## src/sv/pba_pkg.sv

```systemverilog
`timescale 1ns / 1ps

package pba_pkg;

  localparam int unsigned ChanW = 8;
  localparam int unsigned AmtW  = 10;
  localparam int unsigned OpW   = 4;

  // Register indexes on the configuration port.
  localparam logic CfgIdxOperation = 1'b0;
  localparam logic CfgIdxAmount    = 1'b1;

  typedef enum logic [OpW-1:0] {
    OP_MUL      = 4'd0,
    OP_SUB      = 4'd1,
    OP_OVERLAY  = 4'd2,
    OP_SCREEN   = 4'd3,
    OP_COMBINE  = 4'd4,
    OP_ONLY_R   = 4'd5,
    OP_ONLY_G   = 4'd6,
    OP_ONLY_B   = 4'd7,
    OP_ADD_R    = 4'd8,
    OP_ADD_G    = 4'd9,
    OP_ADD_B    = 4'd10,
    OP_SCALE_R  = 4'd11,
    OP_SCALE_G  = 4'd12,
    OP_SCALE_B  = 4'd13
  } op_e;

  typedef enum logic [2:0] {
    CH_PASS    = 3'd0,
    CH_LAYER   = 3'd1,
    CH_MUL     = 3'd2,
    CH_SUB     = 3'd3,
    CH_OVERLAY = 3'd4,
    CH_SCREEN  = 3'd5,
    CH_ADD     = 3'd6,
    CH_SCALE   = 3'd7
  } chmode_e;

  // Per-pixel control decoded from the operation register.
  typedef struct packed {
    chmode_e    mode_r;
    chmode_e    mode_g;
    chmode_e    mode_b;
    logic [1:0] src_sel;   // base channel fed to all three lanes
    logic       src_one;   // all lanes read the selected base channel
    logic       blue_sec;  // blue lane takes the second layer as its b operand
  } ctrl_t;

  localparam logic [1:0] SelR = 2'd0;
  localparam logic [1:0] SelG = 2'd1;
  localparam logic [1:0] SelB = 2'd2;

endpackage

```

## src/sv/pba_chan.sv

```systemverilog
`timescale 1ns / 1ps

module pba_chan (
  input  logic [pba_pkg::ChanW-1:0]        a_i,
  input  logic [pba_pkg::ChanW-1:0]        b_i,
  input  pba_pkg::chmode_e                 mode_i,
  input  logic signed [pba_pkg::AmtW-1:0]  amount_i,
  output logic [pba_pkg::ChanW-1:0]        res_o
);
  import pba_pkg::*;

  logic        inv;
  logic [7:0]  ma;
  logic [7:0]  mb;
  logic [15:0] prod;
  logic [15:0] num;
  logic [16:0] qsum;
  logic [7:0]  quot;
  logic [7:0]  blend;
  logic [7:0]  diff;
  logic signed [10:0] sum;
  logic signed [18:0] scaled;
  logic [7:0]  add_sat;
  logic [7:0]  scale_sat;

  // Screen and the upper half of overlay work on complemented operands
  // (255 - x is the bitwise inverse), so one multiplier serves all blends.
  assign inv = (mode_i == CH_SCREEN) || ((mode_i == CH_OVERLAY) && b_i[7]);
  assign ma  = inv ? ~a_i : a_i;
  assign mb  = inv ? ~b_i : b_i;
  assign prod = ma * mb;
  assign num = ((mode_i == CH_OVERLAY) ? {prod[14:0], 1'b0} : prod) + 16'd127;

  // Exact floor(num / 255) for every num the blends can produce (at most 65152).
  assign qsum  = {1'b0, num} + 17'd1 + {9'd0, num[15:8]};
  assign quot  = qsum[15:8];
  assign blend = inv ? ~quot : quot;

  assign diff = (a_i > b_i) ? (a_i - b_i) : 8'd0;

  assign sum = $signed({3'b000, a_i}) + $signed({amount_i[AmtW-1], amount_i});
  always_comb begin
    if (sum < 0) begin
      add_sat = 8'd0;
    end else if (sum > 11'sd255) begin
      add_sat = 8'd255;
    end else begin
      add_sat = sum[7:0];
    end
  end

  assign scaled = $signed({1'b0, a_i}) * amount_i;
  always_comb begin
    if (scaled < 0) begin
      scale_sat = 8'd0;
    end else if (scaled > 19'sd255) begin
      scale_sat = 8'd255;
    end else begin
      scale_sat = scaled[7:0];
    end
  end

  always_comb begin
    case (mode_i)
      CH_PASS:    res_o = a_i;
      CH_LAYER:   res_o = b_i;
      CH_MUL:     res_o = blend;
      CH_SUB:     res_o = diff;
      CH_OVERLAY: res_o = blend;
      CH_SCREEN:  res_o = blend;
      CH_ADD:     res_o = add_sat;
      CH_SCALE:   res_o = scale_sat;
      default:    res_o = a_i;
    endcase
  end

endmodule

```

## src/sv/pba_decode.sv

```systemverilog
`timescale 1ns / 1ps

module pba_decode (
  input  logic [pba_pkg::OpW-1:0] op_i,
  output pba_pkg::ctrl_t          ctrl_o
);
  import pba_pkg::*;

  always_comb begin
    ctrl_o = '{mode_r: CH_PASS, mode_g: CH_PASS, mode_b: CH_PASS,
               src_sel: SelR, src_one: 1'b0, blue_sec: 1'b0};
    unique case (op_e'(op_i))
      OP_MUL: begin
        ctrl_o.mode_r = CH_MUL;
        ctrl_o.mode_g = CH_MUL;
        ctrl_o.mode_b = CH_MUL;
      end
      OP_SUB: begin
        ctrl_o.mode_r = CH_SUB;
        ctrl_o.mode_g = CH_SUB;
        ctrl_o.mode_b = CH_SUB;
      end
      OP_OVERLAY: begin
        ctrl_o.mode_r = CH_OVERLAY;
        ctrl_o.mode_g = CH_OVERLAY;
        ctrl_o.mode_b = CH_OVERLAY;
      end
      OP_SCREEN: begin
        ctrl_o.mode_r = CH_SCREEN;
        ctrl_o.mode_g = CH_SCREEN;
        ctrl_o.mode_b = CH_SCREEN;
      end
      OP_COMBINE: begin
        ctrl_o.mode_g   = CH_LAYER;
        ctrl_o.mode_b   = CH_LAYER;
        ctrl_o.blue_sec = 1'b1;
      end
      OP_ONLY_R: begin
        ctrl_o.src_one = 1'b1;
        ctrl_o.src_sel = SelR;
      end
      OP_ONLY_G: begin
        ctrl_o.src_one = 1'b1;
        ctrl_o.src_sel = SelG;
      end
      OP_ONLY_B: begin
        ctrl_o.src_one = 1'b1;
        ctrl_o.src_sel = SelB;
      end
      OP_ADD_R:   ctrl_o.mode_r = CH_ADD;
      OP_ADD_G:   ctrl_o.mode_g = CH_ADD;
      OP_ADD_B:   ctrl_o.mode_b = CH_ADD;
      OP_SCALE_R: ctrl_o.mode_r = CH_SCALE;
      OP_SCALE_G: ctrl_o.mode_g = CH_SCALE;
      OP_SCALE_B: ctrl_o.mode_b = CH_SCALE;
      default: begin
        // Unused codes leave the base pixel untouched.
        ctrl_o.src_one = 1'b0;
      end
    endcase
  end

endmodule

```

## src/sv/pixel_blend_and_adjust.sv

```systemverilog
`timescale 1ns / 1ps

// Per-pixel RGB blend and adjust engine. One pixel is taken per clock while
// the input is not stalled. Each pixel is held in the input register, passes
// once through the channel arithmetic (a single 8x8 multiply with a
// divide-by-255 correction, or an add or 8x10 multiply with saturation) and
// is loaded into the output register when that register is free or being
// emptied. Throughput is one pixel per clock while the output is not
// stalled; the input register keeps accepting as long as it is empty or the
// output register is free or being emptied in the same cycle.
// The operation and amount registers are written through the cfg port and
// should only change while no pixel is in flight.
module pixel_blend_and_adjust (
  input  logic                              clk_i,
  input  logic                              rst_ni,
  input  logic                              cfg_we_i,
  input  logic                              cfg_idx_i,
  input  logic [pba_pkg::AmtW-1:0]          cfg_wdata_i,
  input  logic                              in_valid_i,
  output logic                              in_stall_o,
  input  logic [pba_pkg::ChanW-1:0]         base_red_i,
  input  logic [pba_pkg::ChanW-1:0]         base_green_i,
  input  logic [pba_pkg::ChanW-1:0]         base_blue_i,
  input  logic [pba_pkg::ChanW-1:0]         layer_red_i,
  input  logic [pba_pkg::ChanW-1:0]         layer_green_i,
  input  logic [pba_pkg::ChanW-1:0]         layer_blue_i,
  input  logic [pba_pkg::ChanW-1:0]         second_layer_blue_i,
  output logic                              out_valid_o,
  input  logic                              out_stall_i,
  output logic [pba_pkg::ChanW-1:0]         out_red_o,
  output logic [pba_pkg::ChanW-1:0]         out_green_o,
  output logic [pba_pkg::ChanW-1:0]         out_blue_o
);
  import pba_pkg::*;

  logic [OpW-1:0]         op_q;
  logic signed [AmtW-1:0] amount_q;

  logic             s1_valid_q;
  logic [ChanW-1:0] ar_q, ag_q, ab_q, br_q, bg_q, bb_q, sb_q;
  logic             out_valid_q;
  logic [ChanW-1:0] res_r_q, res_g_q, res_b_q;

  logic             in_xfer;
  logic             advance;
  ctrl_t            ctrl;
  logic [ChanW-1:0] src;
  logic [ChanW-1:0] a_r, a_g, a_b, b_b;
  logic [ChanW-1:0] res_r_d, res_g_d, res_b_d;

  always_ff @(posedge clk_i or negedge rst_ni) begin
    if (!rst_ni) begin
      op_q     <= '0;
      amount_q <= '0;
    end else if (cfg_we_i) begin
      if (cfg_idx_i == CfgIdxOperation) begin
        op_q <= cfg_wdata_i[OpW-1:0];
      end else if (cfg_idx_i == CfgIdxAmount) begin
        amount_q <= $signed(cfg_wdata_i);
      end
    end
  end

  // The input stage moves on whenever the output register is empty or its
  // pixel is being transferred out in this cycle.
  assign advance    = !out_valid_q || !out_stall_i;
  assign in_stall_o = s1_valid_q && !advance;
  assign in_xfer    = in_valid_i && !in_stall_o;

  always_ff @(posedge clk_i or negedge rst_ni) begin
    if (!rst_ni) begin
      s1_valid_q <= 1'b0;
    end else if (in_xfer) begin
      s1_valid_q <= 1'b1;
    end else if (advance) begin
      s1_valid_q <= 1'b0;
    end
  end

  always_ff @(posedge clk_i) begin
    if (in_xfer) begin
      ar_q <= base_red_i;
      ag_q <= base_green_i;
      ab_q <= base_blue_i;
      br_q <= layer_red_i;
      bg_q <= layer_green_i;
      bb_q <= layer_blue_i;
      sb_q <= second_layer_blue_i;
    end
  end

  pba_decode u_decode (
    .op_i   (op_q),
    .ctrl_o (ctrl)
  );

  always_comb begin
    case (ctrl.src_sel)
      SelR:    src = ar_q;
      SelG:    src = ag_q;
      SelB:    src = ab_q;
      default: src = ar_q;
    endcase
  end

  assign a_r = ctrl.src_one ? src : ar_q;
  assign a_g = ctrl.src_one ? src : ag_q;
  assign a_b = ctrl.src_one ? src : ab_q;
  assign b_b = ctrl.blue_sec ? sb_q : bb_q;

  pba_chan u_chan_r (
    .a_i      (a_r),
    .b_i      (br_q),
    .mode_i   (ctrl.mode_r),
    .amount_i (amount_q),
    .res_o    (res_r_d)
  );

  pba_chan u_chan_g (
    .a_i      (a_g),
    .b_i      (bg_q),
    .mode_i   (ctrl.mode_g),
    .amount_i (amount_q),
    .res_o    (res_g_d)
  );

  pba_chan u_chan_b (
    .a_i      (a_b),
    .b_i      (b_b),
    .mode_i   (ctrl.mode_b),
    .amount_i (amount_q),
    .res_o    (res_b_d)
  );

  always_ff @(posedge clk_i or negedge rst_ni) begin
    if (!rst_ni) begin
      out_valid_q <= 1'b0;
    end else if (advance) begin
      out_valid_q <= s1_valid_q;
    end
  end

  always_ff @(posedge clk_i) begin
    if (advance && s1_valid_q) begin
      res_r_q <= res_r_d;
      res_g_q <= res_g_d;
      res_b_q <= res_b_d;
    end
  end

  assign out_valid_o = out_valid_q;
  assign out_red_o   = res_r_q;
  assign out_green_o = res_g_q;
  assign out_blue_o  = res_b_q;

endmodule

```

## config.mk

```make
export PLATFORM = sky130hd
export DESIGN_NAME = pixel_blend_and_adjust
export DESIGN_NICKNAME = d
export VERILOG_FILES = /design/src/sv/pba_pkg.sv /design/src/sv/pba_chan.sv /design/src/sv/pba_decode.sv /design/src/sv/pixel_blend_and_adjust.sv
export SDC_FILE = /design/constraint.sdc
export NUM_CORES = 1
export LEC_CHECK = 0
export ABC_AREA = 1
export BUFFER_PORTS_ARGS = -buffer_cell sky130_fd_sc_hd__buf_4
export CORE_MARGIN = 2
export CORE_UTILIZATION = 43
export DETAILED_ROUTE_END_ITERATION = 16
export GPL_TIMING_DRIVEN = 0
export PLACE_DENSITY = 0.58
export SYNTH_ARGS = -nofsm -noshare
export SYNTH_HDL_FRONTEND = slang
export SYNTH_SLANG_ARGS = --single-unit
```

## constraint.sdc

```tcl
create_clock -name clk_i -period 10.2 [get_ports clk_i]
set_input_delay 1.02 -clock clk_i [delete_from_list [all_inputs] [get_ports clk_i]]
set_output_delay 1.02 -clock clk_i [all_outputs]
set_load 0.02 [all_outputs]
```

==> summary.md <==
| Metric | Value |
|---|---|
| Outcome | `completed` |
| Setup ws final | `slightly below 0.7 ns` |
| Chip height | `~250 um` |
| Number of enable flip-flop cells after synthesis | `80` |
| Crit end category | `flop` |
| Ys Warns | `0` |
| Final WL | `between 70000 and 80000 um` |
| CTS Root Cell | `clkbuf_16` |
| Slowest stage delay, CP | `approximately 0.89 ns` |
| Multi-input gate area in the final layout | `about 20000 um^2` |
| Final min period | `roughly 9.5 ns` |
| Synth-to-Final Area Change | `7.999%` |
| Synth Register Bits | `96` |
| Worst EP arrival | `between 9 and 10 ns` |
| XOR/XNOR Fraction of Synth Area | `~5.4%` |
| Clk sinks | `between 90 and 100` |
| Fin crit share | `93.38%` |
| Crit path top cell by count | `nand2_1` |
| PortBufs | `97` |
| Via/cell ratio | `5.190` |
| Critical path fanouts, max | `9` |
| Largest area contributor in the netlist | `fa_1` |
| Ant. Diodes | `0` |
| Async SR Flop Fraction | `16.67%` |
| Largest net degree at the start of global routing | `57` |
| Filler cells | `roughly 6300` |
| # hold bufs at CTS | `0` |
| Min-Delay Path Class | `input port to asynchronous set/reset pin` |
| Initial Util | `a little over two fifths` |
| Worst Max-Slew Pin Slew | `about 1.3 ns` |
| Largest cells by area after synthesis | `fa_1 24%, ha_1 14%, inv_1 11%, nand2_1 10%, edfxtp_1 9.2%` |
| Nets@finish | `4434` |
| Register area | `2803 um^2` |
| Critical Path RT | `10.36 ns` |
| Placer Congestion | `between 0.9 and 1` |
| Final hold violation count | `0` |
| CTS tree | `done` |
| Critical path's slowest cell | `a21oi_1` |
| Post-synthesis adder-cell area fraction | `a little under two fifths` |
| Vias in the first global route | `23220` |
| Wirelength per Cell | `between 15 and 20 um` |
| CORE AREA | `~60000 um^2` |
| Via count | `roughly 24000` |
| Std-Cell Rows | `90` |
| Post-synthesis cell type count | `60` |
| Final antenna-violating net count | `0` |
| Htree depth | `3` |
| DP Worst Slack | `roughly 0.43 ns` |
| Max-slew violations | `0` |
| Max Clk Rate | `between 0.1 and 0.15 GHz` |
| Die Area | `between 60000 and 70000 um^2` |
| # IOs | `98` |
| Cell area after technology mapping | `26230 um^2` |
| Synthesized Nets | `about 4300` |
| Ys flop type | `edfxtp_1` |
| Synth top area share | `23.81%` |
| Type of origin of the critical path | `flop` |
| Post-Route Utilization | `46.93%` |
| Clk Latency, worst-skew pair | `roughly 0.41 ns` |
| DR iter-0 viols | `~1600` |
| CTS Buf Count | `9` |
| DRC viols | `0` |
| Post-synthesis simple-gate area fraction | `approximately 26%` |
| Post-Syn Area per Cell | `7.196 um^2` |
| Max-cap violation count | `0` |
| Largest family of logic cells by synthesized area | `adder cells` |
| Drt first pass iters | `8` |
| Gr usage total | `between 20% and 30%` |
| Layout cells sized above 1 | `between 6 and 7%` |
| Clock skew | `0.02354 ns` |
| Final setup violation count | `0` |
| First-pass GRT wire length | `between 100000 and 150000 um` |
| Synth Instances | `~3600` |
| Maximum root-to-sink buffer count | `2` |
| Chip width | `roughly 250 um` |
| Mux share of post-synthesis cell area | `0%` |
| WS Path Type | `flop to flop` |
| Initial antenna violation count | `2` |
| Post-DP HPWL | `roughly 67000 um` |
| Grt total ovfl | `0` |
| Compound-cell area share of the yosys netlist | `roughly 7.7%` |
| TNS Setup | `0 ns` |
| Register area share after synthesis | `between 10% and 20%` |
| Clock slew at reported path FFs | `0.10 ns` |
| Relative slew slack | `between 10% and 20%` |
[kinds of logic (layout without fill, tap and decap cells)]
logic type / count (synthesis) / in the layout
simple gates: 1572 / 1572
buf+inv: 863 / 977
fa+ha+maj: 608 / 608
compound gates: 349 / 349
xor+xnor: 157 / 157
flops: 96 / 96
[critical path, delay by kind of cell (launching register included)]
family	cells	cell delay, ns
fa+ha+maj	7	2.98
simple gates	21	2.56
compound gates	4	1.49
buf+inv	7	1.14
xor+xnor	2	0.63
flops	1	0.44
[routing by layer]
metal  vias up  share of wire [%]  GRT usage [%]
met2       603                 47          42.63
met5         -                  0              0
met3        95                5.6          3.220
met4         0                3.0          7.704
li1      11560                  -              -
met1     11320                 45          33.86
[timing repair]
| action | in CTS | in global routing |
|---|---|---|
| hold endpoints to repair | 0 | 0 |
| endpoints found under the setup margin | 0 | 9 |
| gates resized for setup | 0 | 12 |
| buffers inserted | 0 | 0 |
[final timing paths]
check | from | end | slack (ns) | cells past startpoint
worst max register to register | op_q[3] | out_blue_o[1] | 0.68 | 41
min in group clk_i | s1_valid_q | out_valid_o | 0.50 | 2
max in group asynchronous | rst_ni | amount_q[8] | 9.47 | 1
worst max-delay path | op_q[3] | out_blue_o[1] | 0.68 | 41
worst min-delay path | rst_ni | op_q[3] | 0.48 | 1
worst min register to register | s1_valid_q | out_valid_o | 0.50 | 2
[stage by stage]
| stage | area, um^2 | cells | hold slack [ns] |
|---|---|---|---|
| finish | 28330 | 4541 | 0.4801 |
| global route | 28330 | 4541 | 0.4768 |
| CTS | 28270 | 4541 | 0.4605 |
| detailed placement | 27970 | 4525 | 0.5000 |
| global placement | 27940 | 4524 | 0.4425 |
| floorplan | 26230 | 3645 | 0.4331 |
[registers in the layout, indices dropped and copies added, names as in the netlist]
signal       count
br_q             8
out_blue_o       8
sb_q             8
s1_valid_q       1
op_q             4
ag_q             8
bb_q             8
ar_q             8
amount_q        10
out_green_o      8
ab_q             8
out_red_o        8
bg_q             8
out_valid_o      1
[cells in the final DEF (no fill, tap or decap), types with 8 or more instances in the layout]
master / count
o21bai_1: 12
xnor2_1: 38
nor3_1: 23
a21o_1: 11
fa_1: 312
clkbuf_16: 9
nor2_2: 11
or2_2: 15
buf_4: 100
edfxtp_1: 80
dfrtp_1: 16
o211ai_1: 8
xor2_1: 110
nand4_1: 64
nand3b_1: 19
o21ai_1: 13
clkbuf_1: 30
nand2_1: 697
ha_1: 296
inv_1: 788
o21ai_0: 83
clkinv_1: 18
nand3_1: 232
nor2_1: 462
a21oi_1: 164
nand2_2: 22
[final cells by class]
type                            instances  area share (%)
Buffer                                 47          0.8171
Clock buffer                            9          0.7950
Clock inverter                          7          0.2518
Inverter                              816           10.84
Multi-Input combinational cell       2686           71.31
Sequential cell                        96           9.894
Tap cell                              782           3.454
Timing Repair Buffer                   98           2.641
[synthesized netlist by cell type (6+ instances only)]
master	n
a21oi_1	167
nand3_2	6
o21bai_1	12
nand3_1	232
o21ai_0	83
o21a_1	7
o2111ai_1	6
nand3b_1	19
inv_2	7
inv_1	789
o211ai_1	8
a21boi_0	6
nor2_1	463
o21ai_1	17
dfrtp_1	16
ha_1	296
clkinv_1	18
nand4_1	64
nor3_1	23
nand2_2	21
or2_2	15
nor2_4	6
xnor2_1	38
fa_1	312
nor2_2	10
nand2_1	698
xor2_1	112
a21o_1	11
edfxtp_1	80
clkbuf_1	30
Power is left out: the tool's default activity adds up to more than one toggle a clock period on the data nets, which glitch-free logic cannot reach.
